$ cat config.mk
export PLATFORM = sky130hd
export DESIGN_NAME = stereo_svf_filter_with_pan
export DESIGN_NICKNAME = d
export VERILOG_FILES = /design/src/rtl/core/svf_pkg.sv /design/src/rtl/core/svf_lane.sv /design/src/rtl/core/svf_mix.sv /design/src/rtl/core/stereo_svf_filter_with_pan.sv
export SDC_FILE = /design/constraint.sdc
export NUM_CORES = 2
export LEC_CHECK = 0
export ABC_AREA = 1
export BUFFER_PORTS_ARGS = -buffer_cell sky130_fd_sc_hd__buf_2
export CAP_MARGIN = 20
export CELL_PAD_IN_SITES_DETAIL_PLACEMENT = 1
export CELL_PAD_IN_SITES_GLOBAL_PLACEMENT = 2
export CORE_MARGIN = 5
export CORE_UTILIZATION = 25
export DETAILED_ROUTE_END_ITERATION = 8
export GPL_TIMING_DRIVEN = 0
export HOLD_SLACK_MARGIN = 0.03
export PLACE_DENSITY_LB_ADDON = 0.05
export SYNTH_ARGS = -nofsm -noshare
export SYNTH_HDL_FRONTEND = slang
export SYNTH_SLANG_ARGS = --single-unit
$ cat constraint.sdc
create_clock -name clk -period 7.1 [get_ports clk]
set_input_delay 0.355 -clock clk [delete_from_list [all_inputs] [get_ports clk]]
set_output_delay 0.355 -clock clk [all_outputs]
set_load 0.02 [all_outputs]
$ cat src/rtl/core/svf_pkg.sv
`timescale 1ns / 1ps
// shared types and constants for the stereo state-variable filter
// no dependencies
package svf_pkg;

  // output response select
  localparam logic [1:0] MODE_NONE = 2'd0;
  localparam logic [1:0] MODE_LOW  = 2'd1;
  localparam logic [1:0] MODE_HIGH = 2'd2;
  localparam logic [1:0] MODE_BAND = 2'd3;

  // register map
  localparam int unsigned CFG_IDX_W = 3;
  localparam logic [CFG_IDX_W-1:0] CFG_FILTER_MODE   = 3'd0;
  localparam logic [CFG_IDX_W-1:0] CFG_FREQ_COEFF    = 3'd1;
  localparam logic [CFG_IDX_W-1:0] CFG_DAMPING       = 3'd2;
  localparam logic [CFG_IDX_W-1:0] CFG_PAN_POSITION  = 3'd3;
  localparam logic [CFG_IDX_W-1:0] CFG_CHANNEL_COUNT = 3'd4;
  localparam int unsigned CFG_DATA_W = 16;

  // channel count codes
  localparam logic [1:0] CH_NONE   = 2'd0;
  localparam logic [1:0] CH_MONO   = 2'd1;
  localparam logic [1:0] CH_STEREO = 2'd2;

  localparam int unsigned COEF_W = 15;

  typedef struct packed {
    logic       start;
    logic       run;
    logic [1:0] mode;
  } lane_ctrl_t;

  typedef struct packed {
    logic start;
    logic pan_en;
  } mix_ctrl_t;

endpackage

$ cat src/rtl/core/svf_lane.sv
`timescale 1ns / 1ps
// one channel of the state-variable filter with a shared multiplier
// depends on svf_pkg
module svf_lane #(
  parameter int SAMPLE_WIDTH = 16
) (
  input  logic                                   clk,
  input  logic                                   rst_n,
  input  svf_pkg::lane_ctrl_t                    ctrl,
  input  logic [svf_pkg::COEF_W-1:0]             freq_coeff,
  input  logic [svf_pkg::COEF_W-1:0]             damping,
  input  logic signed [SAMPLE_WIDTH-1:0]         x_in,
  output logic signed [SAMPLE_WIDTH+3:0]         y_out,
  output logic                                   done
);
  import svf_pkg::*;

  localparam int STW  = SAMPLE_WIDTH + 4;
  localparam int PW   = STW + COEF_W + 1;
  localparam int RW   = PW - 14;
  localparam int SUMW = STW + 3;

  typedef enum logic [2:0] {L_IDLE, L_MUL1, L_LOW, L_HIGH, L_MUL3, L_BAND} lstate_t;

  lstate_t state_r;
  logic signed [STW-1:0] low_r, band_r, high_r;
  logic signed [SAMPLE_WIDTH-1:0] x_r;
  logic signed [PW-1:0] prod_r;
  logic signed [PW-1:0] prod_nxt;
  logic signed [STW-1:0] mul_a;
  logic [COEF_W-1:0] mul_c;
  logic signed [STW-1:0] low_nxt, high_nxt, band_nxt;
  logic signed [RW-1:0] rnd;
  logic signed [STW-1:0] y_r;
  logic done_r;

  function automatic logic signed [RW-1:0] rnd14(input logic signed [PW-1:0] p);
    logic signed [PW-1:0] t;
    t = p + $signed({{(PW-14){1'b0}}, 1'b1, {13{1'b0}}});
    return t[PW-1:14];
  endfunction

  function automatic logic signed [STW-1:0] sat_st(input logic signed [SUMW-1:0] v);
    logic fits;
    fits = (&v[SUMW-1:STW-1]) || !(|v[SUMW-1:STW-1]);
    if (fits) return v[STW-1:0];
    else if (v[SUMW-1]) return {1'b1, {(STW-1){1'b0}}};
    else return {1'b0, {(STW-1){1'b1}}};
  endfunction

  // operand select for the single multiplier
  always_comb begin
    case (state_r)
      L_MUL1: begin
        mul_a = band_r;
        mul_c = freq_coeff;
      end
      L_LOW: begin
        mul_a = band_r;
        mul_c = damping;
      end
      L_MUL3: begin
        mul_a = high_r;
        mul_c = freq_coeff;
      end
      default: begin
        mul_a = band_r;
        mul_c = freq_coeff;
      end
    endcase
  end

  assign prod_nxt = mul_a * $signed({1'b0, mul_c});
  assign rnd      = rnd14(prod_r);
  assign low_nxt  = sat_st(SUMW'(low_r) + SUMW'(rnd));
  assign high_nxt = sat_st(SUMW'(x_r) - SUMW'(low_r) - SUMW'(rnd));
  assign band_nxt = sat_st(SUMW'(band_r) + SUMW'(rnd));

  always_ff @(posedge clk) begin
    if (!rst_n) begin
      state_r <= L_IDLE;
      done_r  <= 1'b0;
      low_r   <= '0;
      band_r  <= '0;
    end else begin
      done_r <= 1'b0;
      case (state_r)
        L_IDLE: begin
          if (ctrl.start) begin
            x_r <= x_in;
            if (ctrl.run) begin
              state_r <= L_MUL1;
            end else begin
              y_r    <= STW'(x_in);
              done_r <= 1'b1;
            end
          end
        end
        L_MUL1: begin
          prod_r  <= prod_nxt;
          state_r <= L_LOW;
        end
        L_LOW: begin
          low_r   <= low_nxt;
          prod_r  <= prod_nxt;
          state_r <= L_HIGH;
        end
        L_HIGH: begin
          high_r  <= high_nxt;
          state_r <= L_MUL3;
        end
        L_MUL3: begin
          prod_r  <= prod_nxt;
          state_r <= L_BAND;
        end
        L_BAND: begin
          band_r <= band_nxt;
          case (ctrl.mode)
            MODE_LOW:  y_r <= low_r;
            MODE_HIGH: y_r <= high_r;
            default:   y_r <= band_nxt;
          endcase
          done_r  <= 1'b1;
          state_r <= L_IDLE;
        end
        default: state_r <= L_IDLE;
      endcase
    end
  end

  assign y_out = y_r;
  assign done  = done_r;

endmodule

$ cat src/rtl/core/svf_mix.sv
`timescale 1ns / 1ps
// pan crossfeed and output saturation that merges the two lanes
// depends on svf_pkg
module svf_mix #(
  parameter int SAMPLE_WIDTH = 16
) (
  input  logic                                 clk,
  input  logic                                 rst_n,
  input  svf_pkg::mix_ctrl_t                   ctrl,
  input  logic signed [svf_pkg::CFG_DATA_W-1:0] pan_position,
  input  logic signed [SAMPLE_WIDTH+3:0]       y_l,
  input  logic signed [SAMPLE_WIDTH+3:0]       y_r,
  output logic signed [SAMPLE_WIDTH-1:0]       out_l,
  output logic signed [SAMPLE_WIDTH-1:0]       out_r,
  output logic                                 done
);
  import svf_pkg::*;

  localparam int STW = SAMPLE_WIDTH + 4;
  localparam int KW  = 17;
  localparam int MW  = STW + KW;
  localparam int AW  = MW + 1;
  localparam int QW  = AW - 15;

  typedef enum logic [2:0] {M_IDLE, M_P0, M_P1, M_P2, M_P3, M_P4} mstate_t;

  mstate_t state_r;
  logic signed [KW-1:0] p_c, k_ll, k_rl, k_lr, k_rr, mul_k;
  logic signed [STW-1:0] mul_a;
  logic signed [MW-1:0] prod_r, prod_nxt, acc_r;
  logic signed [AW-1:0] sum;
  logic signed [SAMPLE_WIDTH-1:0] out_l_r, out_r_r, fin;
  logic done_r;

  function automatic logic signed [SAMPLE_WIDTH-1:0] sat_out(
    input logic signed [QW-1:0] v
  );
    logic fits;
    fits = (&v[QW-1:SAMPLE_WIDTH-1]) || !(|v[QW-1:SAMPLE_WIDTH-1]);
    if (fits) return v[SAMPLE_WIDTH-1:0];
    else if (v[QW-1]) return {1'b1, {(SAMPLE_WIDTH-1){1'b0}}};
    else return {1'b0, {(SAMPLE_WIDTH-1){1'b1}}};
  endfunction

  function automatic logic signed [QW-1:0] rnd15(input logic signed [AW-1:0] v);
    logic signed [AW-1:0] t;
    t = v + $signed({{(AW-15){1'b0}}, 1'b1, {14{1'b0}}});
    return t[AW-1:15];
  endfunction

  // clamp pan to -1 .. +1 and form the crossfeed gains
  always_comb begin
    p_c = KW'(pan_position);
    if (p_c > 17'sd16384) p_c = 17'sd16384;
    if (p_c < -17'sd16384) p_c = -17'sd16384;
    if (p_c <= 17'sd0) begin
      k_ll = 17'sd32768 + p_c;
      k_rl = -p_c;
      k_lr = '0;
      k_rr = 17'sd32768 + (p_c <<< 1);
    end else begin
      k_ll = 17'sd32768 - (p_c <<< 1);
      k_rl = '0;
      k_lr = p_c;
      k_rr = 17'sd32768 - p_c;
    end
  end

  always_comb begin
    case (state_r)
      M_P0: begin
        mul_a = y_l;
        mul_k = k_ll;
      end
      M_P1: begin
        mul_a = y_r;
        mul_k = k_rl;
      end
      M_P2: begin
        mul_a = y_l;
        mul_k = k_lr;
      end
      M_P3: begin
        mul_a = y_r;
        mul_k = k_rr;
      end
      default: begin
        mul_a = y_l;
        mul_k = k_ll;
      end
    endcase
  end

  assign prod_nxt = mul_a * mul_k;
  assign sum      = AW'(acc_r) + AW'(prod_r);
  assign fin      = sat_out(rnd15(sum));

  always_ff @(posedge clk) begin
    if (!rst_n) begin
      state_r <= M_IDLE;
      done_r  <= 1'b0;
    end else begin
      done_r <= 1'b0;
      case (state_r)
        M_IDLE: begin
          if (ctrl.start) begin
            if (ctrl.pan_en) begin
              state_r <= M_P0;
            end else begin
              out_l_r <= sat_out(QW'(y_l));
              out_r_r <= sat_out(QW'(y_r));
              done_r  <= 1'b1;
            end
          end
        end
        M_P0: begin
          prod_r  <= prod_nxt;
          state_r <= M_P1;
        end
        M_P1: begin
          acc_r   <= prod_r;
          prod_r  <= prod_nxt;
          state_r <= M_P2;
        end
        M_P2: begin
          out_l_r <= fin;
          prod_r  <= prod_nxt;
          state_r <= M_P3;
        end
        M_P3: begin
          acc_r   <= prod_r;
          prod_r  <= prod_nxt;
          state_r <= M_P4;
        end
        M_P4: begin
          out_r_r <= fin;
          done_r  <= 1'b1;
          state_r <= M_IDLE;
        end
        default: state_r <= M_IDLE;
      endcase
    end
  end

  assign out_l = out_l_r;
  assign out_r = out_r_r;
  assign done  = done_r;

endmodule

$ cat src/rtl/core/stereo_svf_filter_with_pan.sv
`timescale 1ns / 1ps
// top level: stereo state-variable filter with pan crossfeed
// depends on svf_pkg, svf_lane, svf_mix
//
//  channel  | direction | beat contents
//  ---------+-----------+-----------------------------------------------
//  in_      | slave     | one frame: left_in, right_in
//  out_     | master    | one frame: left_out, right_out
//  cfg_     | write     | register index and value, no read-back
//
// from acceptance a frame runs through the two filter lanes (one multiplier
// each, three products per sample), then through the crossfeed merge in
// stereo (one multiplier, four products), then into the result register.
// with the filter off the lanes pass samples through, and without pan the
// merge only saturates. the next frame is taken once the previous one has
// left the lanes and merge, even while its result still waits on out_tready.
// reset is synchronous, active low, and clears filter state and registers
// to their defaults.
module stereo_svf_filter_with_pan #(
  parameter int SAMPLE_WIDTH = 16
) (
  input  logic                                    clk,
  input  logic                                    rst_n,
  // input frames
  input  logic                                    in_tvalid,
  output logic                                    in_tready,
  input  logic [((2*SAMPLE_WIDTH+7)/8)*8-1:0]     in_tdata,  // left_in, right_in
  // result frames
  output logic                                    out_tvalid,
  input  logic                                    out_tready,
  output logic [((2*SAMPLE_WIDTH+7)/8)*8-1:0]     out_tdata, // left_out, right_out
  // configuration writes
  input  logic                                    cfg_wr_en,
  input  logic [svf_pkg::CFG_IDX_W-1:0]           cfg_index,
  input  logic [svf_pkg::CFG_DATA_W-1:0]          cfg_wdata
);
  import svf_pkg::*;

  localparam int DW  = ((2*SAMPLE_WIDTH+7)/8)*8;
  localparam int STW = SAMPLE_WIDTH + 4;

  typedef enum logic [1:0] {T_IDLE, T_LANE, T_MIX, T_HOLD} tstate_t;

  tstate_t state_r;

  // configuration registers
  logic [1:0]                   mode_r;
  logic [COEF_W-1:0]            freq_r;
  logic [COEF_W-1:0]            damp_r;
  logic signed [CFG_DATA_W-1:0] pan_r;
  logic [1:0]                   chan_r;

  logic signed [SAMPLE_WIDTH-1:0] xl_r, xr_r;
  logic       lane_start_r;
  logic [1:0] lane_done_r;
  logic       mix_start_r;
  logic       out_valid_r;
  logic [DW-1:0] out_data_r;

  lane_ctrl_t ctrl_l, ctrl_r;
  mix_ctrl_t  ctrl_m;
  logic signed [STW-1:0] yl, yr, yr_sel;
  logic done_l, done_r;
  logic signed [SAMPLE_WIDTH-1:0] mix_l, mix_r;
  logic mix_done;
  logic out_free;
  logic out_load;
  logic in_beat;

  assign in_tready = (state_r == T_IDLE);
  assign in_beat   = in_tvalid && in_tready;
  assign out_free  = !out_valid_r || out_tready;
  // a merged frame moves into the result register this cycle
  assign out_load  = out_free && (((state_r == T_MIX) && mix_done) || (state_r == T_HOLD));

  // left lane filters unless the mode is none or no channel is active; right lane also needs more than mono
  assign ctrl_l.start = lane_start_r;
  assign ctrl_l.run   = (mode_r != MODE_NONE) && (chan_r != CH_NONE);
  assign ctrl_l.mode  = mode_r;
  assign ctrl_r.start = lane_start_r;
  assign ctrl_r.run   = (mode_r != MODE_NONE) && (chan_r != CH_NONE) && (chan_r != CH_MONO);
  assign ctrl_r.mode  = mode_r;

  // mono forces the right output to silence
  assign yr_sel       = (chan_r == CH_MONO) ? '0 : yr;
  assign ctrl_m.start  = mix_start_r;
  assign ctrl_m.pan_en = (chan_r == CH_STEREO);

  svf_lane #(.SAMPLE_WIDTH(SAMPLE_WIDTH)) u_lane_l (
    .clk        (clk),
    .rst_n      (rst_n),
    .ctrl       (ctrl_l),
    .freq_coeff (freq_r),
    .damping    (damp_r),
    .x_in       (xl_r),
    .y_out      (yl),
    .done       (done_l)
  );

  svf_lane #(.SAMPLE_WIDTH(SAMPLE_WIDTH)) u_lane_r (
    .clk        (clk),
    .rst_n      (rst_n),
    .ctrl       (ctrl_r),
    .freq_coeff (freq_r),
    .damping    (damp_r),
    .x_in       (xr_r),
    .y_out      (yr),
    .done       (done_r)
  );

  svf_mix #(.SAMPLE_WIDTH(SAMPLE_WIDTH)) u_mix (
    .clk          (clk),
    .rst_n        (rst_n),
    .ctrl         (ctrl_m),
    .pan_position (pan_r),
    .y_l          (yl),
    .y_r          (yr_sel),
    .out_l        (mix_l),
    .out_r        (mix_r),
    .done         (mix_done)
  );

  // configuration writes
  always_ff @(posedge clk) begin
    if (!rst_n) begin
      mode_r <= MODE_NONE;
      freq_r <= '0;
      damp_r <= 15'd16384;
      pan_r  <= '0;
      chan_r <= CH_STEREO;
    end else if (cfg_wr_en) begin
      case (cfg_index)
        CFG_FILTER_MODE:   mode_r <= cfg_wdata[1:0];
        CFG_FREQ_COEFF:    freq_r <= cfg_wdata[COEF_W-1:0];
        CFG_DAMPING:       damp_r <= cfg_wdata[COEF_W-1:0];
        CFG_PAN_POSITION:  pan_r  <= cfg_wdata;
        CFG_CHANNEL_COUNT: chan_r <= cfg_wdata[1:0];
        default: ;
      endcase
    end
  end

  // frame sequencing and result register
  always_ff @(posedge clk) begin
    if (!rst_n) begin
      state_r      <= T_IDLE;
      lane_start_r <= 1'b0;
      lane_done_r  <= '0;
      mix_start_r  <= 1'b0;
      out_valid_r  <= 1'b0;
    end else begin
      lane_start_r <= 1'b0;
      mix_start_r  <= 1'b0;
      if (out_load) out_valid_r <= 1'b1;
      else if (out_tready) out_valid_r <= 1'b0;
      case (state_r)
        T_IDLE: begin
          if (in_beat) begin
            xl_r         <= in_tdata[SAMPLE_WIDTH-1:0];
            xr_r         <= in_tdata[2*SAMPLE_WIDTH-1:SAMPLE_WIDTH];
            lane_start_r <= 1'b1;
            lane_done_r  <= '0;
            state_r      <= T_LANE;
          end
        end
        T_LANE: begin
          // lanes may finish on different cycles when only one runs
          if ((lane_done_r[0] || done_l) && (lane_done_r[1] || done_r)) begin
            mix_start_r <= 1'b1;
            state_r     <= T_MIX;
          end else begin
            lane_done_r <= lane_done_r | {done_r, done_l};
          end
        end
        T_MIX: begin
          if (mix_done) begin
            if (out_free) begin
              out_data_r  <= DW'({mix_r, mix_l});
              state_r     <= T_IDLE;
            end else begin
              state_r <= T_HOLD;
            end
          end
        end
        T_HOLD: begin
          // merge outputs stay put until the result register frees up
          if (out_free) begin
            out_data_r  <= DW'({mix_r, mix_l});
            state_r     <= T_IDLE;
          end
        end
        default: state_r <= T_IDLE;
      endcase
    end
  end

  assign out_tvalid = out_valid_r;
  assign out_tdata  = out_data_r;

endmodule

==> results.json <==
{
  "r2r_end": "u_mix.prod_r[33]",
  "grt_pass1_vias": 63500,
  "path_class": "flip-flop to flip-flop",
  "hpwl_um": 252000,
  "worst_slew_pin_slew_ns": 1.13,
  "r2r-start": "pan_r[12]",
  "clk_pin_slew_ns": 0.06,
  "skew_ns": 0.0282,
  "violations": "negative setup slack",
  "grt_first_pass_wirelength_um": 430000,
  "synth_seq_cells": 477,
  "nets": 10700,
  "worst-path-max-fanout": 10,
  "synth_area_leader_cell": "fa_1",
  "grt_max_degree": 29,
  "syn_inst": 8671,
  "ys.flop_type": "edfxtp_1",
  "slew_headroom_pct": 24.6,
  "final_cell_mix": "inv_1 (1876), nand2_1 (1774), fa_1 (942)",
  "crit_required_ns": 7.64,
  "cpPeakStageDelay_ns": 0.59,
  "timing.final.ws_setup_ns": -0.769,
  "clk_path_buf_depth": 3,
  "numPortBuffers": 89,
  "start_util_pct": 25.1,
  "clk-insertion-delay-late_ns": 0.73,
  "gp_congestion": 0.845,
  "mappedNetlistArea_um2": 68500,
  "finalSetupViolCount": 25,
  "syn_to_final_growth_pct": 21.1,
  "die-area_um2": 285000,
  "hold_viol_final": 0,
  "cts-root-buf": "clkbuf_16",
  "avgSynthCellArea_um2": 7.91,
  "fmax_mhz": 127,
  "drc_errors": 0,
  "max-cap-violations": 0,
  "ys_seq_area_share_pct": 18.7,
  "crit_path_end": "u_mix.prod_r[33]",
  "synth_edf_count": 328,
  "clock_sinks": 477,
  "grt.total_usage_pct": 20.3,
  "netlist_top_cells_area": "fa_1 (29%), edfxtp_1 (14%), inv_1 (11%)",
  "vias": 57500,
  "cts-htree-levels": 2,
  "crit_path_end_kind": "flip-flop",
  "wl_per_cell_um": 22.8,
  "r2r_slack_ns": -0.77,
  "hp-class": "input port to flip-flop",
  "rsz0062_at_grt": "true",
  "cts_tree": "built",
  "firstDrtPassIters": 5,
  "status": "finished with violations",
  "numCtsBuffers": 61,
  "worst_path_max_delay_cell": "fa_1",
  "drive_gt1_share_pct": 13.2,
  "placed_cells": 12400,
  "antenna_found_initial": 21,
  "startpoint_type": "flip-flop",
  "finalNonFillerCells": 12800,
  "grt-ovfl-total": 0,
  "r2r.worst_path.cells": 42,
  "cp.arrival_ns": 8.40,
  "drt_wl_total_um": 292000,
  "layout_commonest_cell": "inv_1",
  "ys_types": 65,
  "worstSetupStartpoint": "pan_r[12]",
  "coreArea_um2": 273000,
  "fin_crit_ns": 7.87,
  "yosys_warnings": 0,
  "netlist.area_leader.share_pct": 28.7,
  "die_h_um": 534,
  "die_w_um": 534,
  "synthArstFlopShare_pct": 0,
  "drv_slew": 0,
  "ant_nets": 0,
  "num_rows": 192,
  "finalCritPeriodShare_pct": 111,
  "io_pins": 90,
  "viasPerCell": 4.49,
  "drt_iter0_markers": 2387
}
## routing by layer
layer / vias up / wire length, um / track usage [%]
li1: 27500 / - / -
met1: 29300 / 138000 / 27.8
met2: 551 / 145000 / 35.9
met3: 173 / 6020 / 1.31
met4: 0 / 4040 / 2.56
met5: - / 0 / 0
## per-stage QoR
| stage | util [%] | TNS (ns) | cell area [um^2] | worst slack [ns] | hold WS, ns |
|---|---|---|---|---|---|
| after floorplan | - | -0.255 | 69000 | -0.0672 | 0.400 |
| after global placement | 27.1 | -120.39 | 74000 | -2.33 | 0.407 |
| after detailed placement | 27.4 | -117.08 | 74900 | -2.30 | 0.406 |
| after CTS | 29.6 | -13.89 | 80900 | -0.833 | 0.0603 |
| after global routing | 30.4 | -20.43 | 83000 | -1.05 | 0.0672 |
| final | 30.4 | -12.10 | 83000 | -0.769 | 0.100 |
## cells by family (layout without fill, tap and decap cells)
kind of cell	count (synthesis)	after routing	share of synthesized area (%)
AO/OA/AOI/OAI	1001	1001	8.15
XOR/XNOR	261	261	3.33
adder cells (fa/ha/maj)	1505	1505	38.2
buffers and inverters	2194	2729	12.4
flip-flops	477	477	18.7
other	2	23	0.0110
AND/OR/NAND/NOR	3231	3231	19.1
## cells in the mapped netlist (149+ instances only)
cell and count:
a21oi_1 362, clkbuf_1 152, dfxtp_1 149, edfxtp_1 328, fa_1 983, ha_1 522
inv_1 1956, nand2_1 1842, nand3_1 319, nor2_1 845, o21ai_0 345, xor2_1 171
## area by class of cell
type | instances | area [um^2]
Buffer | 212 | 1590
Inverter | 1978 | 7560
Clock inverter | 47 | 651
Timing Repair Buffer | 423 | 3830
Clock buffer | 69 | 1640
Antenna cell | 3 | 7.51
Fill cell | 32400 | 190000
Multi-Input combinational cell | 6018 | 50400
Tap cell | 3589 | 4490
Sequential cell | 477 | 12800
## registers in the layout, indices dropped and copies added, names as in the netlist, 23 cells and up
register,flops
u_mix.acc_r,37
u_mix.prod_r,37
out_tdata,32
u_lane_l.prod_r,23
u_lane_r.prod_r,23
## critical path: cells and delay by family, from the launching register on
family          cells  cell delay, ns
xor+xnor            1            0.27
buf+inv            13            1.08
flops               1            0.31
fa+ha+maj           8            3.54
simple gates       15            1.51
compound gates      5            0.94
## how the worst min path moves through the flow
stage	from	end	slack [ns]	depth (start not counted)
4_1_cts	out_tready	state_r[1]	0.06	4
5_1_grt	out_tready	state_r[1]	0.07	4
2_1_floorplan	u_mix.out_l[0]	out_tdata[0]	0.40	0
3_3_place_gp	u_mix.out_l[7]	out_tdata[7]	0.41	0
6_report	out_tready	state_r[1]	0.1	4
3_5_place_dp	u_mix.out_l[13]	out_tdata[13]	0.41	0
## timing repair
| item | 4_1_cts | 5_1_grt |
|---|---|---|
| hold buffers | 48 | 0 |
| endpoints found under the hold margin | 80 | 0 |
| setup buffers | 111 | 105 |
| gates cloned | 3 | 4 |
| resized for setup | 610 | 319 |
| setup endpoints to repair | 75 | 63 |
| pin swaps | 121 | 124 |
Power is not shown: default switching activity piles up to over one toggle a cycle in this logic, so the estimate is an artifact.
